$ cat config.mk
export PLATFORM = sky130hd
export DESIGN_NAME = inverse_square_distance_interpolator_core
export DESIGN_NICKNAME = d
export VERILOG_FILES = /design/src/hdl/isdi_pkg.sv /design/src/hdl/inverse_square_distance_interpolator_core.sv
export SDC_FILE = /design/constraint.sdc
export NUM_CORES = 2
export LEC_CHECK = 0
export BUFFER_PORTS_ARGS = -buffer_cell sky130_fd_sc_hd__buf_2
export CAP_MARGIN = 20
export CORE_MARGIN = 3
export CORE_UTILIZATION = 65
export CTS_BUF_LIST = sky130_fd_sc_hd__clkbuf_2 sky130_fd_sc_hd__clkbuf_4 sky130_fd_sc_hd__clkbuf_8
export CTS_CLUSTER_SIZE = 24
export DETAILED_ROUTE_END_ITERATION = 6
export PLACE_DENSITY = 0.91
export SLEW_MARGIN = 10
export SYNTH_ARGS = -nofsm -noshare
export SYNTH_HDL_FRONTEND = slang
export SYNTH_SLANG_ARGS = --single-unit
$ cat constraint.sdc
create_clock -name clk -period 11.2 [get_ports clk]
set_clock_uncertainty 0.1 [all_clocks]
set_input_delay 0.56 -clock clk [delete_from_list [all_inputs] [get_ports clk]]
set_output_delay 0.56 -clock clk [all_outputs]
set_load 0.1 [all_outputs]
$ cat src/hdl/isdi_pkg.sv
// shared types and constants for the inverse-square distance interpolator
package isdi_pkg;

	localparam int VAL_W                 = 24;
	localparam int DIFF_W                = 25;
	localparam int SQ_W                  = 48;
	localparam int D2_W                  = 49;
	localparam int WT_W                  = 40;
	localparam int WVT_W                 = 64;
	localparam int DIVN_W                = 64;
	localparam int CNT_W                 = 7;
	localparam int CFG_IDX_W             = 1;
	localparam int WEIGHT_FRAC_BITS_DEF  = 24;

	localparam logic [CFG_IDX_W-1:0] REG_QUERY_X = 1'b0;
	localparam logic [CFG_IDX_W-1:0] REG_QUERY_Z = 1'b1;

	typedef enum logic [3:0] {
		ST_IDLE,
		ST_SQ_X,
		ST_SQ_Z,
		ST_D2_SUM,
		ST_DIV_W,
		ST_MUL_V,
		ST_ACCUM,
		ST_FIN,
		ST_DIV_R,
		ST_RESULT
	} state_t;

	typedef enum logic [1:0] {
		MUL_DX,
		MUL_DZ,
		MUL_WV
	} mul_sel_t;

	typedef struct packed {
		mul_sel_t mul_sel;
		logic     capture;
		logic     d2_save;
		logic     wdiv_load;
		logic     rdiv_load;
		logic     div_step;
		logic     acc_en;
		logic     fin_direct;
		logic     fin_quot;
	} ctl_t;

endpackage

$ cat src/hdl/inverse_square_distance_interpolator_core.sv
// inverse-square distance interpolator core: sequencer, shared multiplier and shared divider
// a point without an exact hit keeps busy high while the shift-subtract divider forms its weight,
// one weight bit per cycle; an exact hit and the points after it skip the arithmetic
// the last point adds a 64-bit final division (skipped with a hit or no weight)
// done pulses for one cycle with the result, in the same cycle that busy falls; the receiver cannot stall it
// arst_n clears the query registers, the accumulators and the sequencer at once
module inverse_square_distance_interpolator_core #(
	parameter int WEIGHT_FRAC_BITS = isdi_pkg::WEIGHT_FRAC_BITS_DEF
) (
	input  logic                                  clk,
	input  logic                                  arst_n,
	// configuration write port
	input  logic                                  cfg_we,
	input  logic [isdi_pkg::CFG_IDX_W-1:0]        cfg_index,
	input  logic [isdi_pkg::VAL_W-1:0]            cfg_wdata,
	// request side
	input  logic                                  start,
	output logic                                  busy,
	input  logic signed [isdi_pkg::VAL_W-1:0]     sample_x,
	input  logic signed [isdi_pkg::VAL_W-1:0]     sample_z,
	input  logic signed [isdi_pkg::VAL_W-1:0]     sample_value,
	input  logic                                  last_point,
	// result side
	output logic                                  done,
	output logic signed [isdi_pkg::VAL_W-1:0]     interpolated_value,
	output logic                                  exact_hit,
	output logic                                  saturated
);

	// weight is floor(2^WEIGHT_FRAC_BITS / d2), at most 2^WEIGHT_FRAC_BITS
	localparam int QW   = WEIGHT_FRAC_BITS + 1;
	// multiplier operand a holds either a signed difference or a zero-extended weight
	localparam int MA_W = (QW + 1 > isdi_pkg::DIFF_W) ? QW + 1 : isdi_pkg::DIFF_W;
	localparam int P_W  = MA_W + isdi_pkg::DIFF_W;
	localparam int VW   = isdi_pkg::VAL_W;

	// query point registers
	logic signed [VW-1:0] query_x_q;
	logic signed [VW-1:0] query_z_q;

	// sequencer
	isdi_pkg::state_t state_q;
	isdi_pkg::state_t state_d;
	isdi_pkg::ctl_t   ctl;

	// captured point
	logic signed [isdi_pkg::DIFF_W-1:0] dx_q;
	logic signed [isdi_pkg::DIFF_W-1:0] dz_q;
	logic signed [VW-1:0]               value_q;
	logic                               last_q;
	logic signed [isdi_pkg::DIFF_W-1:0] dx_in;
	logic signed [isdi_pkg::DIFF_W-1:0] dz_in;
	logic                               new_hit;

	// set state
	logic [isdi_pkg::WT_W-1:0]          wt_q;
	logic signed [isdi_pkg::WVT_W-1:0]  wvt_q;
	logic                               hit_found_q;
	logic [VW-1:0]                      hit_value_q;
	logic                               ovf_q;
	logic                               neg_q;

	// shared multiplier
	logic signed [MA_W-1:0]              mul_a;
	logic signed [isdi_pkg::DIFF_W-1:0]  mul_b;
	logic signed [P_W-1:0]               mul_p;
	logic signed [P_W-1:0]               mul_q;
	logic [isdi_pkg::SQ_W-1:0]           d2_q;

	// shared shift-subtract divider
	logic [isdi_pkg::D2_W-1:0]   div_r_q;
	logic [isdi_pkg::D2_W-1:0]   div_d_q;
	logic [isdi_pkg::DIVN_W-1:0] div_n_q;
	logic [isdi_pkg::CNT_W-1:0]  cnt_q;
	logic [isdi_pkg::D2_W:0]     div_shift;
	logic [isdi_pkg::D2_W+1:0]   div_trial;
	logic                        div_ge;
	logic [QW-1:0]               weight;

	// accumulation
	logic [isdi_pkg::WT_W:0]          wt_sum;
	logic signed [isdi_pkg::WVT_W:0]  wvt_sum;
	logic                             wt_ovf;
	logic                             wvt_ovf;
	logic [isdi_pkg::WVT_W-1:0]       wvt_mag;

	// final clamp
	logic [VW-1:0] quot_res;
	logic          quot_sat;

	// result registers
	logic          done_q;
	logic [VW-1:0] res_q;
	logic          hit_out_q;
	logic          sat_out_q;

	assign busy = (state_q != isdi_pkg::ST_IDLE);

	// differences are exact in 25 bits; a hit is both differences zero
	assign dx_in   = isdi_pkg::DIFF_W'(sample_x) - isdi_pkg::DIFF_W'(query_x_q);
	assign dz_in   = isdi_pkg::DIFF_W'(sample_z) - isdi_pkg::DIFF_W'(query_z_q);
	assign new_hit = !hit_found_q && (dx_in == '0) && (dz_in == '0);

	// configuration writes
	always_ff @(posedge clk or negedge arst_n) begin
		if (!arst_n) begin
			query_x_q <= '0;
			query_z_q <= '0;
		end else if (cfg_we) begin
			unique case (cfg_index)
				isdi_pkg::REG_QUERY_X: query_x_q <= cfg_wdata;
				isdi_pkg::REG_QUERY_Z: query_z_q <= cfg_wdata;
			endcase
		end
	end

	// next state
	always_comb begin
		state_d = state_q;
		unique case (state_q)
			isdi_pkg::ST_IDLE: begin
				if (start) begin
					// points after a hit, and the hit itself, skip the arithmetic
					if (hit_found_q || new_hit)
						state_d = last_point ? isdi_pkg::ST_FIN : isdi_pkg::ST_IDLE;
					else
						state_d = isdi_pkg::ST_SQ_X;
				end
			end
			isdi_pkg::ST_SQ_X:   state_d = isdi_pkg::ST_SQ_Z;
			isdi_pkg::ST_SQ_Z:   state_d = isdi_pkg::ST_D2_SUM;
			isdi_pkg::ST_D2_SUM: state_d = isdi_pkg::ST_DIV_W;
			isdi_pkg::ST_DIV_W: begin
				if (cnt_q == isdi_pkg::CNT_W'(1))
					state_d = isdi_pkg::ST_MUL_V;
			end
			isdi_pkg::ST_MUL_V:  state_d = isdi_pkg::ST_ACCUM;
			isdi_pkg::ST_ACCUM:  state_d = last_q ? isdi_pkg::ST_FIN : isdi_pkg::ST_IDLE;
			isdi_pkg::ST_FIN: begin
				if (hit_found_q || (wt_q == '0))
					state_d = isdi_pkg::ST_IDLE;
				else
					state_d = isdi_pkg::ST_DIV_R;
			end
			isdi_pkg::ST_DIV_R: begin
				if (cnt_q == isdi_pkg::CNT_W'(1))
					state_d = isdi_pkg::ST_RESULT;
			end
			isdi_pkg::ST_RESULT: state_d = isdi_pkg::ST_IDLE;
			default:             state_d = isdi_pkg::ST_IDLE;
		endcase
	end

	// control outputs of the sequencer
	always_comb begin
		ctl         = '0;
		ctl.mul_sel = isdi_pkg::MUL_DX;
		unique case (state_q)
			isdi_pkg::ST_IDLE:   ctl.capture = start;
			isdi_pkg::ST_SQ_X:   ctl.mul_sel = isdi_pkg::MUL_DX;
			isdi_pkg::ST_SQ_Z: begin
				ctl.mul_sel = isdi_pkg::MUL_DZ;
				ctl.d2_save = 1'b1;
			end
			isdi_pkg::ST_D2_SUM: ctl.wdiv_load = 1'b1;
			isdi_pkg::ST_DIV_W:  ctl.div_step = 1'b1;
			isdi_pkg::ST_MUL_V:  ctl.mul_sel = isdi_pkg::MUL_WV;
			isdi_pkg::ST_ACCUM:  ctl.acc_en = 1'b1;
			isdi_pkg::ST_FIN: begin
				ctl.fin_direct = hit_found_q || (wt_q == '0);
				ctl.rdiv_load  = !(hit_found_q || (wt_q == '0));
			end
			isdi_pkg::ST_DIV_R:  ctl.div_step = 1'b1;
			isdi_pkg::ST_RESULT: ctl.fin_quot = 1'b1;
			default:             ctl = '0;
		endcase
	end

	always_ff @(posedge clk or negedge arst_n) begin
		if (!arst_n)
			state_q <= isdi_pkg::ST_IDLE;
		else
			state_q <= state_d;
	end

	// shared multiplier: dx*dx, dz*dz, then weight*value, registered
	assign weight = div_n_q[QW-1:0];

	always_comb begin
		mul_a = '0;
		mul_b = '0;
		unique case (ctl.mul_sel)
			isdi_pkg::MUL_DX: begin
				mul_a = MA_W'(dx_q);
				mul_b = dx_q;
			end
			isdi_pkg::MUL_DZ: begin
				mul_a = MA_W'(dz_q);
				mul_b = dz_q;
			end
			isdi_pkg::MUL_WV: begin
				mul_a = MA_W'($signed({1'b0, weight}));
				mul_b = isdi_pkg::DIFF_W'(value_q);
			end
			default: begin
				mul_a = '0;
				mul_b = '0;
			end
		endcase
	end

	assign mul_p = mul_a * mul_b;

	// one quotient bit per step: shift remainder and dividend left, subtract when it fits
	assign div_shift = {div_r_q, div_n_q[isdi_pkg::DIVN_W-1]};
	assign div_trial = {1'b0, div_shift} - {2'b00, div_d_q};
	assign div_ge    = !div_trial[isdi_pkg::D2_W+1];

	// datapath registers without reset
	always_ff @(posedge clk) begin
		mul_q <= mul_p;
		if (ctl.capture) begin
			dx_q    <= dx_in;
			dz_q    <= dz_in;
			value_q <= sample_value;
			last_q  <= last_point;
		end
		if (ctl.d2_save)
			d2_q <= mul_q[isdi_pkg::SQ_W-1:0];
		if (ctl.wdiv_load) begin
			// dividend 2^WEIGHT_FRAC_BITS enters from the top, one bit per step
			div_r_q <= '0;
			div_d_q <= {1'b0, d2_q} + {1'b0, mul_q[isdi_pkg::SQ_W-1:0]};
			div_n_q <= {1'b1, {(isdi_pkg::DIVN_W-1){1'b0}}};
			cnt_q   <= isdi_pkg::CNT_W'(QW);
		end else if (ctl.rdiv_load) begin
			div_r_q <= '0;
			div_d_q <= isdi_pkg::D2_W'(wt_q);
			div_n_q <= wvt_mag;
			cnt_q   <= isdi_pkg::CNT_W'(isdi_pkg::DIVN_W);
			neg_q   <= wvt_q[isdi_pkg::WVT_W-1];
		end else if (ctl.div_step) begin
			div_r_q <= div_ge ? div_trial[isdi_pkg::D2_W-1:0] : div_shift[isdi_pkg::D2_W-1:0];
			div_n_q <= {div_n_q[isdi_pkg::DIVN_W-2:0], div_ge};
			cnt_q   <= cnt_q - isdi_pkg::CNT_W'(1);
		end
	end

	// saturating accumulation
	assign wt_sum  = {1'b0, wt_q} + (isdi_pkg::WT_W + 1)'(weight);
	assign wt_ovf  = wt_sum[isdi_pkg::WT_W];
	assign wvt_sum = (isdi_pkg::WVT_W + 1)'(wvt_q) + (isdi_pkg::WVT_W + 1)'(mul_q);
	assign wvt_ovf = wvt_sum[isdi_pkg::WVT_W] ^ wvt_sum[isdi_pkg::WVT_W-1];
	// magnitude of the most negative total still fits unsigned
	assign wvt_mag = wvt_q[isdi_pkg::WVT_W-1] ? (isdi_pkg::WVT_W'(0) - wvt_q) : wvt_q;

	// clamp the quotient to the signed output range
	always_comb begin
		quot_res = div_n_q[VW-1:0];
		quot_sat = 1'b0;
		if (neg_q) begin
			if ((|div_n_q[isdi_pkg::DIVN_W-1:VW]) ||
			    (div_n_q[VW-1] && (|div_n_q[VW-2:0]))) begin
				quot_res = {1'b1, {(VW-1){1'b0}}};
				quot_sat = 1'b1;
			end else begin
				quot_res = VW'(0) - div_n_q[VW-1:0];
			end
		end else if (|div_n_q[isdi_pkg::DIVN_W-1:VW-1]) begin
			quot_res = {1'b0, {(VW-1){1'b1}}};
			quot_sat = 1'b1;
		end
	end

	// set state: accumulators, hit record, overflow flag
	always_ff @(posedge clk or negedge arst_n) begin
		if (!arst_n) begin
			wt_q        <= '0;
			wvt_q       <= '0;
			hit_found_q <= 1'b0;
			hit_value_q <= '0;
			ovf_q       <= 1'b0;
		end else if (ctl.fin_direct || ctl.fin_quot) begin
			// result goes out: start a fresh set
			wt_q        <= '0;
			wvt_q       <= '0;
			hit_found_q <= 1'b0;
			hit_value_q <= '0;
			ovf_q       <= 1'b0;
		end else begin
			if (ctl.capture && new_hit) begin
				hit_found_q <= 1'b1;
				hit_value_q <= sample_value;
			end
			if (ctl.acc_en) begin
				wt_q <= wt_ovf ? {isdi_pkg::WT_W{1'b1}} : wt_sum[isdi_pkg::WT_W-1:0];
				if (wvt_ovf)
					wvt_q <= wvt_sum[isdi_pkg::WVT_W] ?
						{1'b1, {(isdi_pkg::WVT_W-1){1'b0}}} :
						{1'b0, {(isdi_pkg::WVT_W-1){1'b1}}};
				else
					wvt_q <= wvt_sum[isdi_pkg::WVT_W-1:0];
				if (wt_ovf || wvt_ovf)
					ovf_q <= 1'b1;
			end
		end
	end

	// result strobe and payload
	always_ff @(posedge clk or negedge arst_n) begin
		if (!arst_n)
			done_q <= 1'b0;
		else
			done_q <= ctl.fin_direct || ctl.fin_quot;
	end

	always_ff @(posedge clk) begin
		if (ctl.fin_direct) begin
			// exact hit returns its value; no weight at all returns zero
			res_q     <= hit_found_q ? hit_value_q : '0;
			hit_out_q <= hit_found_q;
			sat_out_q <= ovf_q;
		end else if (ctl.fin_quot) begin
			res_q     <= quot_res;
			hit_out_q <= 1'b0;
			sat_out_q <= ovf_q || quot_sat;
		end
	end

	assign done               = done_q;
	assign interpolated_value = res_q;
	assign exact_hit          = hit_out_q;
	assign saturated          = sat_out_q;

	// a result only appears once the sequencer is back to idle
	a_done_idle: assert property (@(posedge clk) disable iff (!arst_n)
		done |-> !busy)
		else $error("result strobe while busy");

	// a closing point passes through the final state first, so results never come back to back
	a_done_pulse: assert property (@(posedge clk) disable iff (!arst_n)
		done |=> !done)
		else $error("result strobe longer than one cycle");

	// every result clears the set it closes
	a_set_cleared: assert property (@(posedge clk) disable iff (!arst_n)
		done |-> (wt_q == '0) && (wvt_q == '0) && !hit_found_q && !ovf_q)
		else $error("set state not cleared after result");

	// the divider never runs with an exhausted step count
	a_div_count: assert property (@(posedge clk) disable iff (!arst_n)
		(state_q == isdi_pkg::ST_DIV_W || state_q == isdi_pkg::ST_DIV_R) |-> (cnt_q != '0))
		else $error("divider step count underflow");

endmodule
; ---- After elaboration in Yosys (flattened, before gate mapping)
; Cells that the tools add are included.
[classes]
n_addsub = 9
mul = 1
eq_ne = 15
n_mux = 54
bitwise = 3
reduce_logical = 35
[ops]
columns = op, count
row1 = two-way mux 64 bit, 7
row2 = two-way mux 24 bit, 8
row3 = two-way mux 49 bit, 3
row4 = two-way mux 40 bit, 3
row5 = one-hot mux 26 bit (3 select lines), 1
row6 = one-hot mux 25 bit (3 select lines), 1
row7 = adder 64 x 51 -> 65 bit, 1
row8 = "subtractor 1 x 64 -> 64 bit, first input constant", 1
row9 = multiplier 26 x 25 -> 51 bit, 1
row10 = subtractor 50 x 49 -> 51 bit, 1
row11 = logical NOT 25 bit, 2
row12 = subtractor 24 x 24 -> 25 bit, 2
row13 = adder 48 x 48 -> 49 bit, 1
row14 = adder 40 x 25 -> 41 bit, 1
row15 = OR reduction 41 bit, 1
row16 = logical NOT 40 bit, 1
row17 = OR reduction 40 bit, 1
row18 = one-hot mux 4 bit (9 select lines), 1
row19 = "subtractor 1 x 24 -> 24 bit, first input constant", 1
row20 = OR reduction 23 bit, 1
row21 = two-way mux 1 bit, 20
row22 = "equality test 4 x 3 -> 1 bit, second input constant", 4
row23 = two-way mux 4 bit, 4
row24 = two-way mux 7 bit, 2
row25 = other kinds (22), 48
[word_totals]
ff_bits = 553
in_bits = 102
output_inout_bits = 28
word_cells = 141

; ---- Logic depth before layout (Yosys ltp)
[logic_depth]
depth_word = 8
depth_mapped = 35
mapped_depth_nobuf = 32

; ---- Worst setup path after synthesis
; Ideal clock, no wire load.
[synth_path]
kind = register to register
start = register state_q[0]
end = register mul_q[50]
setup_time_ns = 0.072
arrival_ns = 9.688
t_required_ns = 11.028
path_slack_ns = 1.340
stages_incl_launch_ff = 34
cell_sequence = dfrtp_1 > clkbuf_1 > nand2b_1 > nor3_1 > clkbuf_1 > clkbuf_1 > a22o_1 > a21o_1 > clkbuf_1 > nand2_1 > fa_1 > inv_1 > fa_1 > inv_1 > fa_1 > fa_1 > inv_1 > fa_1 > fa_1 > inv_1 > fa_1 > inv_1 > ha_1 > a21o_1 > a21o_1 > a21o_1 > a211o_1 > a311oi_1 > o31ai_1 > a21oi_1 > o31a_1 > o21ai_0 > a21oi_1 > xnor2_1
[synth_between]
elab_chain_cells = 5
elab_cells_between_ends = 9
[synth_lines]
columns = item, line
row1 = from (decl), inverse_square_distance_interpolator_core.sv:42  ; isdi_pkg::state_t state_q;
row2 = from (signal assigned), inverse_square_distance_interpolator_core.sv:181  ; state_q <= isdi_pkg::ST_IDLE;
row3 = from (signal assigned), inverse_square_distance_interpolator_core.sv:183  ; state_q <= state_d;
row4 = equality test 4 x 3 -> 1 bit / equality test 4 x 2 -> 1 bit (equally long branches), inverse_square_distance_interpolator_core.sv:158  ; unique case (state_q)
row5 = one-hot mux 2 bit (2 select lines) *, inverse_square_distance_interpolator_core.sv:158
row6 = equality test 2 bit (tied with other cells), inverse_square_distance_interpolator_core.sv:192  ; unique case (ctl.mul_sel)
row7 = one-hot mux 26 bit (3 select lines) / one-hot mux 25 bit (3 select lines) (equally long branches), inverse_square_distance_interpolator_core.sv:192
row8 = multiplier 26 x 25 -> 51 bit *, inverse_square_distance_interpolator_core.sv:212  ; assign mul_p = mul_a * mul_b;
row9 = via mul_p[50], inverse_square_distance_interpolator_core.sv:66  ; logic signed [P_W-1:0] mul_p;
row10 = to (signal assigned), inverse_square_distance_interpolator_core.sv:221  ; mul_q <= mul_p;
row11 = to (decl), inverse_square_distance_interpolator_core.sv:67  ; logic signed [P_W-1:0] mul_q;
; Mark *: on every way through the listed nets, which the timed path passes. The rest lies on a longest branch.
; A chain may end at the register's enable or synchronous reset.

; ---- Worst setup path after layout
[layout_path]
start = register state_q[0]
end = register mul_q[47]
; The elaborated chain is that of the path after synthesis.

==> reports/qor.csv <==
metric;value;unit
clk_pin_slew;60;ps
core_area;90300;sq um
dieArea;94900;sq um
syn_avg_cell_area;8.68;sq um
vias;52200;
fin_cells;8172;
worst_path_max_delay_cell;a21o_1;
die_w;308;microns
ys_seq_elements;553;
fin_tns_setup;0;ps
post-route-cell-area;63700;sq um
drt_first_pass_iters;7;
finalWeightedCongestion;1.06;
rows;110;
io_buffers;129;
clk-insertion-delay-late;780;ps
track_usage;0.405;
ant_nets;0;
tritoncts.num_buffers;96;
critPathArrivalTime;10970;ps
end_kind;flop;
hold_class;in -> reg;
synth.yosys.seq_area_share;0.236;
cts_hold_buffers;49;
synthFlopType;edfxtp_1;
nNetsFinal;8073;
dp_cells;7931;
startpoint;state_q[0];
clockRootBuffer;clkbuf_8;
worstHoldEndpoint;value_q[2];
grt_pass1_vias;52100;
detailed_place_hpwl;148000;microns
synth_edf_count;199;
fillCellCount;6880;
worstHoldStart;sample_value[2];
syn-num-nets;8000;
maxSlewViolCount;0;
ys_warn_count;0;
drt-total-wl;192000;microns
grt_first_pass_wirelength;296000;microns
layout-drive-gt1-share;0.0733;
cts_tree;yes;
worst_pin_slew;1220;ps
reg2reg_slack;790;ps
r2r_cells;34;
syn_area;59300;sq um
reg2reg_from;state_q[0];
die_h;308;microns
violations;DRC;
maxSlewHeadroom;0.185;
syn2layout_area_growth;7.47;%
hold_viol;0;
period_share;0.930;
clockBufferDepth;3;
maxCapViolCount;0;
initial_core_util;0.657;
antenna_found_initial;10;
post_dp_cell_area;61100;sq um
slowest_delay;830;ps
cts_resized;0;
ys_async_sr_fraction;0.331;
viasPerCell;6.39;
fin_crit;10410;ps
fmax;96.0;MHz
status;finished, violations left;
rsz0062_at_grt;false;
critPathKind;reg -> reg;
crit_path_start_kind;flop;
hold_depth;1;
grt_max_degree;96;
dr.first_iter.drc_count;6222;
cts_max_level;3;
wl_per_cell;23.5;microns
postCtsSetupBuffers;0;
path_max_fanout;28;
pin_count;130;
syn_inst;6830;
overflow;0;
drc;1;
clock_sinks;553;
cp.required;11760;ps
fin_util;0.706;
finalSetupViolCount;0;
yosysUniqueCellTypes;95;
r2r_end;mul_q[47];
flip-flops by register name, summed over array words and instances (netlist names), 25 cells and up:
register / cells
wvt_q: 64
dz_q: 25
wt_q: 40
dx_q: 25
div_d_q: 49
d2_q: 48
div_n_q: 64
mul_q: 51
div_r_q: 49
cells in the mapped netlist (all sizes together) (12+ instances only):
library cell    n  share of area
a211o          14         0.0021
a211oi         63         0.0080
a21o          184          0.023
a21oi         477          0.040
a221oi         20         0.0031
a22o           39         0.0058
a31oi          53         0.0056
and2           25         0.0026
and3           33         0.0035
buf            42         0.0038
clkbuf        267          0.017
dfrtp         183          0.077
dfxtp         171          0.058
edfxtp        199           0.10
fa            687           0.23
ha            381          0.080
inv           955          0.060
mux2           26         0.0049
mux2i          37         0.0062
nand2         872          0.055
nand2b         50         0.0053
nand3         105         0.0089
nand4          45         0.0047
nor2          623          0.040
nor2b          40         0.0042
nor3           82         0.0071
nor3b          12         0.0019
nor4           44         0.0050
o211ai         33         0.0042
o21a           48         0.0061
o21ai         358          0.030
o21bai         40         0.0051
o22ai          13         0.0014
o31ai          48         0.0062
o41ai          14         0.0023
or2            24         0.0026
or3            42         0.0044
or4            17         0.0022
xnor2         199          0.029
xor2          112          0.017
logic make-up after synthesis:
group / share of synthesized area
flip-flops: 0.236
multiplexers: 0.0112
AO/OA/AOI/OAI: 0.161
AND/OR/NAND/NOR: 0.152
XOR/XNOR: 0.0459
adder cells (fa/ha/maj): 0.312
buffers and inverters: 0.0812
worst max path at each step:
stage                end  cells past startpoint
3_5_place_dp   mul_q[47]                     34
2_1_floorplan  mul_q[50]                     33
3_3_place_gp   mul_q[47]                     34
4_1_cts        mul_q[47]                     34
5_1_grt        mul_q[43]                     34
6_report       mul_q[47]                     34
layout make-up:
| cell class | count | area [sq um] | area share |
|---|---|---|---|
| diodes | 9 | 22.5 | 0.000353 |
| clock buffers | 155 | 1850 | 0.0290 |
| clock inverters | 27 | 268 | 0.00420 |
| inverters | 955 | 3580 | 0.0562 |
| multi-input cells | 5013 | 40600 | 0.637 |
| flip-flops and latches | 553 | 14000 | 0.219 |
| well taps | 1176 | 1470 | 0.0231 |
| repair buffers | 284 | 1950 | 0.0306 |
layer usage:
metal,global-route usage,vias to the layer above,routed length (microns)
met5,0.00101,-,47
met4,0.215,6,12500
met3,0.121,782,24000
met2,0.631,3257,85000
met1,0.512,25200,70300
li1,-,22900,-
per-stage QoR:
stage | setup WS (ps) | hold slack, ps
2_1_floorplan | 1340 | 164
3_3_place_gp | 1170 | 366
3_5_place_dp | 1020 | 384
4_1_cts | 1020 | 14.3
5_1_grt | 486 | 81.7
6_report | 787 | 102
worst max-delay path: cells and delay by family, from the launching register on:
| kind | cells | cell delay [ps] |
|---|---|---|
| AND/OR/NAND/NOR | 5 | 930 |
| XOR/XNOR | 1 | 120 |
| AO/OA/AOI/OAI | 11 | 3660 |
| buffers and inverters | 9 | 960 |
| flip-flops | 1 | 500 |
| adder cells (fa/ha/maj) | 8 | 4010 |
cells in the final DEF (no fill, tap or decap), types with 19 or more instances in the layout:
cell type | synthesis | final
or2_2 | 22 | 22
dfrtp_1 | 183 | 182
mux2_2 | 26 | 26
inv_1 | 955 | 951
a21oi_1 | 477 | 468
mux2i_1 | 37 | 37
a22o_1 | 39 | 39
and2_1 | 23 | 22
nor4_1 | 41 | 41
xor2_1 | 112 | 112
nand2b_1 | 50 | 50
o21a_1 | 48 | 47
a221oi_1 | 19 | 19
a211oi_1 | 63 | 63
nor2_1 | 622 | 620
nand2_1 | 872 | 871
o21ai_0 | 336 | 336
nand3_1 | 105 | 105
a31oi_1 | 53 | 53
nand4_1 | 45 | 45
ha_1 | 381 | 381
buf_2 | 18 | 128
and3_1 | 33 | 33
clkbuf_8 | 0 | 110
or3_1 | 42 | 41
fa_1 | 687 | 687
o21ai_1 | 22 | 21
xnor2_1 | 199 | 199
dlygate4sd3_1 | 0 | 49
o211ai_1 | 33 | 33
o21bai_1 | 40 | 40
clkbuf_4 | 0 | 46
edfxtp_1 | 199 | 199
nor2b_1 | 40 | 39
nor3_1 | 81 | 78
o31ai_1 | 46 | 46
a21o_1 | 184 | 184
dfxtp_1 | 171 | 171
buf_4 | 0 | 105
Power is left out: the tool's default activity adds up to more than one toggle a clock period on the data nets, which glitch-free logic cannot reach.
